**src/hdl/tsp_pkg.sv**
```systemverilog
// Shared types and constants for the target sentence parser.
// No dependencies; used by tsp_core and target_sentence_parser.
package tsp_pkg;

   localparam logic [7:0] CHAR_DOLLAR = 8'h24;
   localparam logic [7:0] CHAR_TEE    = 8'h54;
   localparam logic [7:0] CHAR_COMMA  = 8'h2C;
   localparam logic [7:0] CHAR_LF     = 8'h0A;
   localparam logic [7:0] CHAR_CR     = 8'h0D;
   localparam logic [7:0] CHAR_SPACE  = 8'h20;
   localparam logic [7:0] CHAR_TAB    = 8'h09;
   localparam logic [7:0] CHAR_VT     = 8'h0B;
   localparam logic [7:0] CHAR_FF     = 8'h0C;
   localparam logic [7:0] CHAR_PLUS   = 8'h2B;
   localparam logic [7:0] CHAR_MINUS  = 8'h2D;
   localparam logic [7:0] CHAR_ZERO   = 8'h30;
   localparam logic [7:0] CHAR_NINE   = 8'h39;

   localparam logic [31:0] SAT_MAG = 32'h8000_0000;
   localparam logic [35:0] SAT_MAG_WIDE = 36'h0_8000_0000;

   localparam logic [1:0] FIELD_X = 2'd0;
   localparam logic [1:0] FIELD_Y = 2'd1;
   localparam logic [1:0] FIELD_V = 2'd2;

   typedef enum logic [6:0] {
      PH_DOLLAR = 7'b0000001,
      PH_TEE    = 7'b0000010,
      PH_COMMA  = 7'b0000100,
      PH_LEAD   = 7'b0001000,
      PH_SIGN   = 7'b0010000,
      PH_DIGITS = 7'b0100000,
      PH_DONE   = 7'b1000000
   } phase_type;

   typedef struct packed {
      logic        valid;
      logic [15:0] x_error;
      logic [15:0] y_error;
      logic        target_valid;
      logic [31:0] stamp_ms;
   } result_type;

endpackage

```
**src/hdl/tsp_core.sv**
```systemverilog
// Sentence parser state and per-byte update logic.
// Depends on tsp_pkg; instantiated by target_sentence_parser.
module tsp_core #(
   parameter int LINE_CAPACITY = 48
) (
   input  logic                clock,
   input  logic                reset,
   input  logic                step,
   input  logic [7:0]          rx_byte,
   input  logic [31:0]         now_ms,
   output tsp_pkg::result_type result
);

   localparam int LEN_W = $clog2(LINE_CAPACITY);
   localparam logic [LEN_W-1:0] LEN_LAST = LEN_W'(LINE_CAPACITY - 1);

   logic [LEN_W-1:0]   len_ff, len_in;
   tsp_pkg::phase_type phase_ff, phase_in;
   logic [1:0]         field_ff, field_in;
   logic               started_ff, started_in;
   logic               neg_ff, neg_in;
   logic [31:0]        acc_ff, acc_in;
   logic [15:0]        held_x_ff, held_x_in;
   logic [15:0]        held_y_ff, held_y_in;
   logic               bad_ff, bad_in;

   logic        is_term, is_digit, is_blank, is_sign;
   logic [35:0] acc_wide;
   logic [31:0] acc_next;
   logic [15:0] low16;
   logic        emit;

   assign is_term  = (rx_byte == tsp_pkg::CHAR_CR) || (rx_byte == tsp_pkg::CHAR_LF);
   assign is_digit = (rx_byte >= tsp_pkg::CHAR_ZERO) && (rx_byte <= tsp_pkg::CHAR_NINE);
   assign is_blank = (rx_byte == tsp_pkg::CHAR_SPACE) || (rx_byte == tsp_pkg::CHAR_TAB)
                  || (rx_byte == tsp_pkg::CHAR_VT) || (rx_byte == tsp_pkg::CHAR_FF);
   assign is_sign  = (rx_byte == tsp_pkg::CHAR_PLUS) || (rx_byte == tsp_pkg::CHAR_MINUS);

   // acc * 10 + digit, saturated at 2^31
   assign acc_wide = {1'b0, acc_ff, 3'b000} + {3'b000, acc_ff, 1'b0}
                   + {32'd0, rx_byte[3:0] - tsp_pkg::CHAR_ZERO[3:0]};
   assign acc_next = (acc_wide > tsp_pkg::SAT_MAG_WIDE) ? tsp_pkg::SAT_MAG : acc_wide[31:0];

   always_comb begin
      if (neg_ff) begin
         low16 = 16'd0 - acc_ff[15:0];
      end else if (acc_ff >= tsp_pkg::SAT_MAG) begin
         low16 = 16'hFFFF;
      end else begin
         low16 = acc_ff[15:0];
      end
   end

   assign emit = !bad_ff && ((phase_ff == tsp_pkg::PH_DONE)
              || ((field_ff == tsp_pkg::FIELD_V) && ((phase_ff == tsp_pkg::PH_LEAD)
              || (phase_ff == tsp_pkg::PH_SIGN) || (phase_ff == tsp_pkg::PH_DIGITS))));

   always_comb begin
      logic clear;
      logic close;
      clear      = 1'b0;
      close      = 1'b0;
      len_in     = len_ff;
      phase_in   = phase_ff;
      field_in   = field_ff;
      started_in = started_ff;
      neg_in     = neg_ff;
      acc_in     = acc_ff;
      held_x_in  = held_x_ff;
      held_y_in  = held_y_ff;
      bad_in     = bad_ff;
      result.valid        = 1'b0;
      result.x_error      = held_x_ff;
      result.y_error      = held_y_ff;
      result.target_valid = (acc_ff != 32'd0);
      result.stamp_ms     = now_ms;

      if (is_term) begin
         if (len_ff != '0) begin
            result.valid = emit;
            clear        = 1'b1;
         end
      end else if (len_ff < LEN_LAST) begin
         len_in = len_ff + 1'b1;
         if (!bad_ff && (phase_ff != tsp_pkg::PH_DONE)) begin
            unique case (phase_ff)
               tsp_pkg::PH_DOLLAR: begin
                  if (rx_byte == tsp_pkg::CHAR_DOLLAR) phase_in = tsp_pkg::PH_TEE;
                  else bad_in = 1'b1;
               end
               tsp_pkg::PH_TEE: begin
                  if (rx_byte == tsp_pkg::CHAR_TEE) phase_in = tsp_pkg::PH_COMMA;
                  else bad_in = 1'b1;
               end
               tsp_pkg::PH_COMMA: begin
                  if (rx_byte == tsp_pkg::CHAR_COMMA) begin
                     phase_in   = tsp_pkg::PH_LEAD;
                     field_in   = tsp_pkg::FIELD_X;
                     started_in = 1'b0;
                     neg_in     = 1'b0;
                     acc_in     = 32'd0;
                  end else begin
                     bad_in = 1'b1;
                  end
               end
               tsp_pkg::PH_LEAD: begin
                  priority if (is_blank) begin
                     started_in = 1'b1;
                  end else if (is_sign) begin
                     neg_in   = (rx_byte == tsp_pkg::CHAR_MINUS);
                     phase_in = tsp_pkg::PH_SIGN;
                  end else if (is_digit) begin
                     acc_in   = acc_next;
                     phase_in = tsp_pkg::PH_DIGITS;
                  end else if (field_ff == tsp_pkg::FIELD_V) begin
                     phase_in = tsp_pkg::PH_DONE;
                  end else if ((rx_byte == tsp_pkg::CHAR_COMMA) && !started_ff) begin
                     close = 1'b1;
                  end else begin
                     bad_in = 1'b1;
                  end
               end
               tsp_pkg::PH_SIGN: begin
                  priority if (is_digit) begin
                     acc_in   = acc_next;
                     phase_in = tsp_pkg::PH_DIGITS;
                  end else if (field_ff == tsp_pkg::FIELD_V) begin
                     phase_in = tsp_pkg::PH_DONE;
                  end else begin
                     bad_in = 1'b1;
                  end
               end
               tsp_pkg::PH_DIGITS: begin
                  priority if (is_digit) begin
                     acc_in = acc_next;
                  end else if (field_ff == tsp_pkg::FIELD_V) begin
                     phase_in = tsp_pkg::PH_DONE;
                  end else if (rx_byte == tsp_pkg::CHAR_COMMA) begin
                     close = 1'b1;
                  end else begin
                     bad_in = 1'b1;
                  end
               end
               default: begin
                  bad_in = 1'b1;
               end
            endcase
         end
      end else begin
         clear = 1'b1;
      end

      if (close) begin
         if (field_ff == tsp_pkg::FIELD_X) held_x_in = low16;
         else held_y_in = low16;
         field_in   = field_ff + 1'b1;
         phase_in   = tsp_pkg::PH_LEAD;
         started_in = 1'b0;
         neg_in     = 1'b0;
         acc_in     = 32'd0;
      end

      if (clear) begin
         len_in     = '0;
         phase_in   = tsp_pkg::PH_DOLLAR;
         field_in   = tsp_pkg::FIELD_X;
         started_in = 1'b0;
         neg_in     = 1'b0;
         acc_in     = 32'd0;
         bad_in     = 1'b0;
      end
   end

   always_ff @(posedge clock) begin
      if (reset) begin
         len_ff     <= '0;
         phase_ff   <= tsp_pkg::PH_DOLLAR;
         field_ff   <= tsp_pkg::FIELD_X;
         started_ff <= 1'b0;
         neg_ff     <= 1'b0;
         acc_ff     <= 32'd0;
         held_x_ff  <= 16'd0;
         held_y_ff  <= 16'd0;
         bad_ff     <= 1'b0;
      end else if (step) begin
         len_ff     <= len_in;
         phase_ff   <= phase_in;
         field_ff   <= field_in;
         started_ff <= started_in;
         neg_ff     <= neg_in;
         acc_ff     <= acc_in;
         held_x_ff  <= held_x_in;
         held_y_ff  <= held_y_in;
         bad_ff     <= bad_in;
      end
   end

   a_len_range: assert property (@(posedge clock) disable iff (reset)
      len_ff <= LEN_LAST)
      else $error("line length beyond capacity");

   a_term_clears: assert property (@(posedge clock) disable iff (reset)
      step && is_term |=> (len_ff == '0) && (phase_ff == tsp_pkg::PH_DOLLAR) && !bad_ff)
      else $error("terminator did not clear the line");

   a_result_on_term: assert property (@(posedge clock) disable iff (reset)
      result.valid |-> is_term && (len_ff != '0) && !bad_ff)
      else $error("result without a terminator on a good line");

   a_field_range: assert property (@(posedge clock) disable iff (reset)
      field_ff != 2'd3)
      else $error("field index out of range");

   a_acc_sat: assert property (@(posedge clock) disable iff (reset)
      acc_ff <= tsp_pkg::SAT_MAG)
      else $error("magnitude above saturation");

endmodule

```
**src/hdl/target_sentence_parser.sv**
```systemverilog
// The terminator is held in the input register, its result in the result register.
// Throughput: one byte per cycle while the output is not stalled; the parser state
// updates once per byte in a single pass between the input and result registers.
// Reset: synchronous, active high; empties both registers, clears the line
// state and the held x and y values.
module target_sentence_parser #(
   parameter int LINE_CAPACITY = 48
) (
   input  logic        clock,
   input  logic        reset,
   input  logic        req_tvalid,
   output logic        req_tready,
   input  logic [39:0] req_tdata,   // rx_byte[7:0], now_ms[39:8]
   output logic        rsp_tvalid,
   input  logic        rsp_tready,
   output logic [71:0] rsp_tdata    // x_error[15:0], y_error[31:16], target_valid[32],
                                    // stamp_ms[64:33], zero[71:65]
);

   logic        in_valid_ff;
   logic [7:0]  in_byte_ff;
   logic [31:0] in_now_ff;
   logic        step;
   logic        out_valid_ff;
   logic [64:0] out_data_ff;
   tsp_pkg::result_type res;

   assign step       = in_valid_ff && (!out_valid_ff || rsp_tready);
   assign req_tready = !in_valid_ff || step;

   always_ff @(posedge clock) begin
      if (reset) begin
         in_valid_ff <= 1'b0;
      end else if (req_tready) begin
         in_valid_ff <= req_tvalid;
      end
   end

   always_ff @(posedge clock) begin
      if (req_tready && req_tvalid) begin
         in_byte_ff <= req_tdata[7:0];
         in_now_ff  <= req_tdata[39:8];
      end
   end

   tsp_core #(
      .LINE_CAPACITY(LINE_CAPACITY)
   ) u_core (
      .clock  (clock),
      .reset  (reset),
      .step   (step),
      .rx_byte(in_byte_ff),
      .now_ms (in_now_ff),
      .result (res)
   );

   always_ff @(posedge clock) begin
      if (reset) begin
         out_valid_ff <= 1'b0;
      end else if (!out_valid_ff || rsp_tready) begin
         out_valid_ff <= step && res.valid;
      end
   end

   always_ff @(posedge clock) begin
      if (step && res.valid) begin
         out_data_ff <= {res.stamp_ms, res.target_valid, res.y_error, res.x_error};
      end
   end

   assign rsp_tvalid = out_valid_ff;
   assign rsp_tdata  = {7'd0, out_data_ff};

endmodule
```
**config.mk**
```make
export PLATFORM = sky130hd
export DESIGN_NAME = target_sentence_parser
export DESIGN_NICKNAME = d
export VERILOG_FILES = /design/src/hdl/tsp_pkg.sv /design/src/hdl/tsp_core.sv /design/src/hdl/target_sentence_parser.sv
export SDC_FILE = /design/constraint.sdc
export NUM_CORES = 1
export LEC_CHECK = 0
export BUFFER_PORTS_ARGS = -buffer_cell sky130_fd_sc_hd__buf_2
export CAP_MARGIN = 20
export CORE_UTILIZATION = 36
export CTS_BUF_LIST = sky130_fd_sc_hd__clkbuf_2 sky130_fd_sc_hd__clkbuf_4 sky130_fd_sc_hd__clkbuf_8
export DETAILED_ROUTE_END_ITERATION = 7
export SYNTH_ARGS = -nofsm -noshare
export SYNTH_HDL_FRONTEND = slang
export SYNTH_SLANG_ARGS = --single-unit
```
**constraint.sdc**
```tcl
create_clock -name clock -period 6.05 [get_ports clock]
set_clock_uncertainty 0.05 [all_clocks]
set_input_delay 0 -clock clock [delete_from_list [all_inputs] [get_ports clock]]
set_output_delay 0 -clock clock [all_outputs]
set_load 0.02 [all_outputs]
```
==> results of run 1 <==
[cell families (layout without fill, tap and decap cells)]
| group | after synthesis | in the layout | share of synthesized area, % |
|---|---|---|---|
| simple gates | 390 | 390 | 18.80 |
| compound gates | 292 | 292 | 18.37 |
| buf+inv | 77 | 219 | 3.312 |
| fa+ha+maj | 70 | 70 | 8.832 |
| other cells | 1 | 7 | 0.03718 |
| mux | 8 | 8 | 0.8063 |
| xor+xnor | 22 | 22 | 1.910 |
| flops | 189 | 189 | 47.93 |
[synthesized netlist by cell type, types with 4 or more instances]
cell type    n
o21a_1       5
xor2_1      12
nor2_1      79
or2_2        4
a21o_1      12
o31ai_1     11
or4_1        4
a22oi_1      6
edfxtp_1   105
inv_1       27
o2111ai_1    4
mux2i_1      7
a31oi_1     14
a21oi_1    107
o211ai_1     8
or3_1       10
nor3b_1     10
dfxtp_1     84
buf_2        6
nor3_1      21
clkbuf_1    34
nand2b_1    12
o21ai_0     63
nand3_1     21
nand2_1    159
ha_1        68
and2_1       5
nor2b_1      6
xnor2_1     10
nand4b_1     7
nor4_1      10
buf_4        8
nand4_1     13
and3_1       9
o31ai_2      6
o21ai_1     10
o21bai_1     4
[power by group]
group          leakage (nW)  switching (mW)  internal, mW
clock                 0.219           0.573         0.339
sequential             1.74          0.0115          1.38
combinational          2.92          0.0415        0.0401
[registers in the layout (all words and copies together) (netlist names), 2 cells and up]
signal            flops
in_byte_ff            8
u_core.field_ff       2
u_core.phase_ff       7
u_core.acc_ff        32
u_core.len_ff         6
in_now_ff            32
out_data_ff          65
u_core.held_y_ff     16
u_core.held_x_ff     16
[metrics by stage]
step           instance area (µm²)  hold slack, ns  worst slack, ns
2_1_floorplan                10110         0.04887           0.8985
3_5_place_dp                 10970          0.1281            1.536
4_1_cts                      11850         0.08343            1.513
5_1_grt                      11850          0.1341            1.159
6_report                     11850          0.1037            1.512
3_3_place_gp                 10970          0.1271            1.586
[worst max path at each step]
stage,slack (ns),to,cells past startpoint
4_1_cts,1.51,u_core.acc_ff[18]$_SDFFE_PP0P_,13
5_1_grt,1.16,u_core.acc_ff[7]$_SDFFE_PP0P_,14
3_3_place_gp,1.59,u_core.acc_ff[7]$_SDFFE_PP0P_,13
3_5_place_dp,1.54,u_core.acc_ff[16]$_SDFFE_PP0P_,13
2_1_floorplan,0.90,out_data_ff[0]$_DFFE_PP_,4
6_report,1.51,u_core.acc_ff[18]$_SDFFE_PP0P_,13
[routing by layer]
metal,up-vias,track usage [%]
met2,225,27.61
met3,34,2.495
met4,0,5.719
met1,3859,22.70
met5,-,0
li1,4132,-
[final cells by class]
class	count	area, µm²
clock buffers	17	234.0
flip-flops and latches	189	4835
well taps	372	465.4
fillers	2645	15410
clock inverters	15	214.0
inverters	27	101.3
multi-input cells	789	4962
repair buffers	160	1033
==> run metrics, run 1 <==
Worst Path Arrival 4.87 ns; Hold Path End rsp_tvalid$_SDFFE_PP0P_; dpl cells between 1000 and 1500; R2R depth 13; total power between 2 and 2.5 mW; Core Box Area 27250 µm²; routed length per placed instance 15.29 µm; largest net degree at the start of global routing 67; deepest clock path buffer count 2; post-synthesis sequential area ratio 47.93%; DRT Wirelength around 24 mm; Startpoint Class flip-flop; Slowest cell on crit path fa_1; Layout area overhead 17.43%; Post-synth EDFFs about 110; commonest cells after routing, fill and taps aside nand2_1 (159), buf_2 (110), a21oi_1 (106); Setup Crit Path Kind flip-flop to flip-flop; RD Place Congestion between 0.9 and 1; Synth cell types 80; die width approximately 170 µm; crit-path max FO 11; utilization after layout 43.47%; Highest Signal Layer met4; initial antenna violation count 0; setup bufs post-CTS 0; Hold WC Path Type input port to flip-flop; Routed Antenna Nets 0; Yosys top cell area share 31.26%; CP endpoint kind flip-flop; Syn Std Cell Area between 10000 and 15000 µm²; slowest cell delay on critical path 0.60 ns; FP Rows 60; maximum clock frequency 220.3 MHz; ANT cells 0; Warnings, synthesis 0; Worst Tran Pin Value 0.9631 ns; met3 WL between 1 and 1.5 mm; Post-Layout Cell Count around 1600; P_leak a little under 5 nW; slew margin rel. ~36%; setup tns final 0 ns; Clock transition at path regs 0.12 ns; layout cells sized above 1 between 10% and 20%; crit path buf inv count 2; drt pass-1 iters 5; H-Tree Depth 4; min-delay src reset; Hold-fix buffers, CTS 43; Worst Setup SP in_byte_ff[3]$_DFFE_PP_; Setup-failing EPs final 0; cells after synthesis approximately 1000; Final Slew Violations 0; vias in the first global route approximately 7600; status completed; cell types with the largest area share after synthesis edfxtp_1 (31%), dfxtp_1 (17%), ha_1 (8.4%), nand2_1 (5.9%), a21oi_1 (5.3%); total die area 28690 µm²; main flop type after synthesis edfxtp_1; number of synthesized register bits ~190; most common cell after layout, fill and taps aside nand2_1; Worst Hold Depth 2; via/cell ratio between 5 and 6; delay-heaviest family, CP compound AO/OA/AOI/OAI gates; first-pass GRT wire length 38.81 mm; RR Endpoint u_core.acc_ff[18]$_SDFFE_PP0P_; number of buffers added on ports 110; period utilisation layout 75.02%; CTS resizes 0; Maximum Capacitance Violations 0; Total GRT Usage roughly 17%; Starting Density 37.02%; CTS tree built; critical path required time 6.38 ns; Die H 169.4 µm; PwrDens approximately 200 nW/µm²; r2r setup slk between 1.5 and 2 ns; Clock Sinks roughly 190; Fin. Hold Viols 0; # IOs approximately 120; final worst path period need between 4 and 5 ns; detailed-route via count 8250; Final HPWL DP between 15 and 20 mm; Congestion Overflow GR 0; insertion delay to the later sink of the worst-skew pair between 0.4 and 0.5 ns; DRT met1 WL ~11 mm; CP cell instances inv_1 > fa_1 > inv_1 > ha_1 > a211o_1 > a41o_1 > o2111ai_4 > a2111oi_1 > or4_1 > a22o_1 > nor2_1 > nand3b_1 > o31ai_1; DRC errors left 0; drt initial violations approximately 640; Max IR drop VDD about 0.11 mV; Yosys top cell by area edfxtp_1; Synth Area per Inst just under 10 µm²; Worst R2R Start in_byte_ff[3]$_DFFE_PP_; Clock Tree Root clkbuf_8; Routed met2 length between 10 and 15 mm; CTS Buf Count 17; critical path's most frequent cell inv_1; ys async rst share 0%; RSZ-0062 raised after global routing false; fin nets ~1300
No activity file was read; power rests on OpenSTA's default activity.
==> run 2: changes to the inputs <==
clock period = 4.51 ns   (was 6.05 ns; I/O delays follow)
==> run 2 against run 1 <==
Sequential power up 34%. Die area stayed put. Non-clock buffer count is 7 higher. Count of clock-buffer cells in the layout unchanged. Via count up 0.72%. Sequential cell count stayed put. First-iteration DRC count up 13%. Final area grew 0.58%.
==> run metrics, run 2 (synthesis gave the netlist of run 1 again) <==
status completed; Total GRT Usage 16.65% (-0.20 points); PwrDens 267.8 nW/µm² (+33%); initial antenna violation count 1 (+1); layout cells sized above 1 14.95% (+0.50 points); H-Tree Depth 4 (unchanged); period utilisation layout 94.72% (+20 points); min-delay src reset; Post-Layout Cell Count 1577 (+0.51%); largest net degree at the start of global routing 67 (unchanged); dpl cells 1501 (+0.47%); top flop regs out_data_ff (65), in_now_ff (32), u_core.acc_ff (32); routed length per placed instance 15.18 µm (-0.69%); setup tns final 0 ns (unchanged); most common cell after layout, fill and taps aside nand2_1; detailed-route via count 8309 (+0.72%); Clock transition at path regs 0.12 ns (about the same); via/cell ratio 5.269 (+0.20%); Starting Density 37.02% (unchanged); Biggest register out_data_ff; Hold WC Path Type input port to flip-flop; CTS tree built; CP endpoint kind flip-flop; vias in the first global route 7636 (-0.013%); Placed Area 11030 µm² (+0.59%); total die area 28690 µm² (unchanged); critical path required time 4.86 ns (-1.52 ns); FF+latch area 4835 µm² (unchanged); Layout area overhead 18.11%; first-pass GRT wire length 38.45 mm (-0.91%); Clock Tree Root clkbuf_8; Worst Tran Pin Value 0.9608 ns (-0.002300 ns); final worst path period need 4.272 ns (-0.2666 ns); RD Place Congestion 0.8954 (-1.7%); Setup-failing EPs final 0 (unchanged); deepest clock path buffer count 2 (unchanged); Core Box Area 27250 µm² (unchanged); Routed Antenna Nets 0 (unchanged); Clock Sinks 189 (unchanged); die width 169.4 µm (unchanged); P_leak 4.921 nW (+0.81%); DRT Wirelength 23.94 mm (-0.18%); maximum clock frequency 234.1 MHz (+6.2%); DRC errors left 0 (unchanged); Congestion Overflow GR 0 (unchanged); multi-input logic area 4962 µm² (unchanged); max reg flops 65 (unchanged); Worst R2R Start in_byte_ff[3]$_DFFE_PP_; Startpoint Class flip-flop; number of buffers added on ports 110 (unchanged); insertion delay to the later sink of the worst-skew pair 0.48 ns (about the same); Setup Crit Path Kind flip-flop to flip-flop; Fin. Hold Viols 0 (unchanged); Worst Setup SP in_byte_ff[3]$_DFFE_PP_; RSZ-0062 raised after global routing false; crit-path max FO 9 (-2); FP Rows 60 (unchanged); worst setup margin 0.2381 ns (-1.273 ns); Worst Path Arrival 4.63 ns (-0.24 ns); Die H 169.4 µm (unchanged); post-place setup slack 0.2473 ns (-1.289 ns); Final Slew Violations 0 (unchanged); drt initial violations 725 (+13%); # IOs 118 (unchanged); Max IR drop VDD 0.2261 mV (+100%); CTS resizes 0 (unchanged); FILL cells 2643 (-0.076%); Final HPWL DP 17.57 mm (-1.4%); Maximum Capacitance Violations 0 (unchanged); commonest cells after routing, fill and taps aside nand2_1 (159), buf_2 (110), a21oi_1 (106); fin nets 1305 (+0.54%); design area 11910 µm² (+0.58%); drt pass-1 iters 6 (+1); slew margin rel. 35.95% (+0.15 points); CTS Buf Count 17 (unchanged)
## run 2: cell count changes in the layout (fill, tap and decap cells not counted)
cell,delta
diode_2,+1
inv_12,-2
inv_6,-1
inv_16,+1
buf_12,+1
inv_8,+2
buf_4,+6
## run 2: routing by layer
| layer | GRT usage, % | vias up | wire length (µm) |
|---|---|---|---|
| li1 | - | 4146 | - |
| met1 | 22.25 | 3876 | 11170 |
| met2 | 27.39 | 258 | 11270 |
| met3 | 2.729 | 29 | 1070 |
| met4 | 5.445 | 0 | 435 |
| met5 | 0 | - | 0 |
## run 2: timing repair
item | 4_1_cts | 5_1_grt
endpoints found under the hold margin | 42 | 0
buffers inserted | 0 | 0
hold buffers | 43 | 0
## run 2: where the power goes
group	leakage (nW)	internal, mW	switching (mW)
registers	1.74	1.85	0.0152
clock network	0.221	0.455	0.763
logic	2.96	0.0542	0.0573
total	4.92	2.36	0.835
## run 2: final timing paths
| kind | slack (ns) | depth (start not counted) | endpoint |
|---|---|---|---|
| setup reg to reg | 0.24 | 13 | u_core.acc_ff[8]$_SDFFE_PP0P_ |
| hold / removal | 0.11 | 2 | u_core.len_ff[1]$_SDFFE_PP0P_ |
| setup / recovery | 0.24 | 13 | u_core.acc_ff[8]$_SDFFE_PP0P_ |
| hold reg to reg | 0.38 | 0 | out_data_ff[36]$_DFFE_PP_ |
## run 2: through the flow
step / hold WS (ns) / util, % / power, mW
after floorplan: 0.04887 / - / 1.948
after global placement: 0.1267 / 40.48 / 1.978
after detailed placement: 0.1281 / 40.48 / 1.981
after CTS: 0.09598 / 43.71 / 3.229
after global routing: 0.1338 / 43.71 / 3.310
final: 0.1126 / 43.72 / 3.191
## run 2: layout make-up
cell class / count / share of cell area, %
repair buffers: 167 / 9.221
flip-flops and latches: 189 / 40.58
clock buffers: 17 / 1.964
well taps: 372 / 3.907
clock inverters: 15 / 1.806
multi-input cells: 789 / 41.65
inverters: 27 / 0.8507
diodes: 1 / 0.02100
## run 2: worst max-delay path: stages (launching register included)
cell and delay (ns):
edfxtp_1 0.36, inv_1 0.06, fa_1 0.59, inv_1 0.06
ha_1 0.29, a211o_1 0.33, a41o_1 0.37, o2111ai_4 0.30
a2111oi_1 0.14, or4_1 0.41, a22o_1 0.28, nor4b_4 0.46
or3b_1 0.40, o21ai_1 0.11
==> run 3: changes to the inputs <==
CORE_MARGIN = 4   (was unset)
CTS_BUF_LIST = sky130_fd_sc_hd__clkbuf_16   (was sky130_fd_sc_hd__clkbuf_2 sky130_fd_sc_hd__clkbuf_4 sky130_fd_sc_hd__clkbuf_8)
clock period = 4.15 ns   (was 4.51 ns; I/O delays follow)
==> run 3 against run 2 <==
Core utilization is 1.0 points higher. Total power grew 21%. Sequential cell count unchanged. Routed wire length is 4.9% higher. Setup slack worse by 0.22 ns. Worst hold slack improved by 0.028 ns. Via count increased by 1.0%. Count of clock-buffer cells in the layout unchanged.
==> run metrics, run 3 (synthesis gave the netlist of run 1 again) <==
Startpoint Class flip-flop; largest net degree at the start of global routing 67 (unchanged); via/cell ratio 5.240 (-0.54%); crit-path max FO 7 (-2); Congestion Overflow GR 0 (unchanged); R2R depth 14 (+1); drt pass-1 iters 5 (-1); vias in the first global route 7870 (+3.1%); Starting Density 36.41% (-0.61 points); period utilisation layout 99.46% (+4.7 points); FP Rows 61 (+1.7%); Crit path depth 14 (+1); setup tns final 0 ns (unchanged); dpl cells 1521 (+1.3%); Post-Layout Cell Count 1602 (+1.6%); insertion delay to the later sink of the worst-skew pair 0.43 ns (-0.05 ns); Hold WC Path Type input port to flip-flop; DRT Wirelength 25.12 mm (+4.9%); top flop regs out_data_ff (65), in_now_ff (32), u_core.acc_ff (32); layout cells sized above 1 17.48% (+2.5 points); Clock transition at path regs 0.08 ns (-0.04 ns); status completed; PwrDens 311.2 nW/µm² (+16%); Slowest cell on crit path fa_1; Core Box Area 27710 µm² (+1.7%); ANT cells 0 (-1); Worst Tran Pin Value 0.9733 ns (+0.01254 ns); total die area 30760 µm² (+7.2%); Worst Path Arrival 4.43 ns (-0.20 ns); Setup Crit Path Kind flip-flop to flip-flop; routed length per placed instance 15.68 µm (+3.3%); P_leak 5.129 nW (+4.2%); FILL cells 2685 (+1.6%); drt initial violations 613 (-15%); Fin. Hold Viols 0 (unchanged); critical path required time 4.45 ns (-0.41 ns); Total GRT Usage 15.68% (-0.98 points); H-Tree Depth 4 (unchanged); total power 3.857 mW (+21%); # IOs 118 (unchanged); multi-input logic area 5047 µm² (+1.7%); most common cell after layout, fill and taps aside nand2_1; Setup-failing EPs final 0 (unchanged); RD Place Congestion 0.9431 (+5.3%); Final HPWL DP 18.21 mm (+3.6%); Die H 175.4 µm (+3.5%); Worst Hold Depth 2 (unchanged); FF+latch area 4838 µm² (about the same); Clock Sinks 189 (unchanged); RSZ-0062 raised after global routing true; delay-heaviest family, CP compound AO/OA/AOI/OAI gates; Maximum Capacitance Violations 0 (unchanged); Biggest register out_data_ff; Layout area overhead 22.86%; Placed Area 11160 µm² (+1.1%); Max IR drop VDD 0.2456 mV (+8.6%); maximum clock frequency 242.3 MHz (+3.5%); fin nets 1325 (+1.5%); Clock Tree Root clkbuf_16; Final Slew Violations 0 (unchanged); CTS Buf Count 17 (unchanged); number of buffers added on ports 110 (unchanged); max reg flops 65 (unchanged); slowest cell delay on critical path 0.60 ns (about the same); worst setup margin 0.02249 ns (-0.2157 ns); commonest cells after routing, fill and taps aside nand2_1 (159), buf_2 (110), a21oi_1 (106); die width 175.4 µm (+3.5%); CP endpoint kind flip-flop; CP cell instances inv_2 > fa_1 > inv_1 > ha_1 > a211o_1 > a41o_4 > o2111a_1 > or3_4 > a221oi_2 > o2111ai_1 > nor4_2 > a31oi_4 > buf_12 > o31ai_2; deepest clock path buffer count 2 (unchanged); slew margin rel. 35.11% (-0.84 points); crit path buf inv count 3 (+1); post-place setup slack 0.04718 ns (-0.2001 ns); initial antenna violation count 1 (unchanged); detailed-route via count 8395 (+1.0%); final worst path period need 4.128 ns (-0.1443 ns); DRC errors left 0 (unchanged); Routed Antenna Nets 0 (unchanged); CTS tree built; design area 12390 µm² (+4.0%); first-pass GRT wire length 39.89 mm (+3.7%)
-- run 3: changes by cell type in the layout (fill, tap and decap cells not counted), sizes merged --
cell	previous run	this run
buf	124	142
clkbuf	17	19
diode	1	0
-- run 3: metal layers --
metal,global-route usage (%),up-vias,wire length (µm)
met5,0,-,7
met4,4.812,2,495
met3,2.131,36,1098
met2,26.68,222,12130
met1,20.84,3933,11390
li1,-,4202,-
-- run 3: worst register-to-register path: cells and delay by family (launching register included) --
kind | cells | cell delay [ns]
AOI/OAI and AO/OA | 7 | 1.78
buffers and inverters | 3 | 0.31
adders and majority gates | 2 | 0.87
and+or+nand+nor | 2 | 0.72
DFF | 1 | 0.34
-- run 3: final cells by class --
type / instances / share of cell area [%]
clock inverters: 15 / 1.706
inverters: 27 / 0.8178
repair buffers: 187 / 10.46
well taps: 378 / 3.816
clock buffers: 17 / 3.433
multi-input cells: 789 / 40.73
flip-flops and latches: 189 / 39.04
-- run 3: report_power, final --
part	internal, mW	switching, mW	leakage, nW
registers	2.01	0.0158	1.74
logic	0.0604	0.0637	3.08
clock network	0.847	0.865	0.306
-- run 3: worst paths after layout --
path / startpoint / endpoint / slack, ns
setup / recovery: u_core.acc_ff[2]$_SDFFE_PP0P_ / u_core.acc_ff[20]$_SDFFE_PP0P_ / 0.02
hold / removal: reset / u_core.len_ff[0]$_SDFFE_PP0P_ / 0.14
hold reg to reg: in_now_ff[13]$_DFFE_PP_ / out_data_ff[46]$_DFFE_PP_ / 0.37
setup reg to reg: u_core.acc_ff[2]$_SDFFE_PP0P_ / u_core.acc_ff[20]$_SDFFE_PP0P_ / 0.02
-- run 3: timing repair --
action                     4_1_cts  5_1_grt
hold buffers                    43        0
resized for setup                0       23
setup endpoints to repair        0       28
hold endpoints to repair        42        0
buffers inserted                 0        4
-- run 3: stage by stage --
step	util [%]	hold WS (ns)
2_1_floorplan	-	0.04887
6_report	44.73	0.1410
3_5_place_dp	40.27	0.1283
5_1_grt	44.73	0.1819
3_3_place_gp	40.27	0.1270
4_1_cts	44.12	0.1309
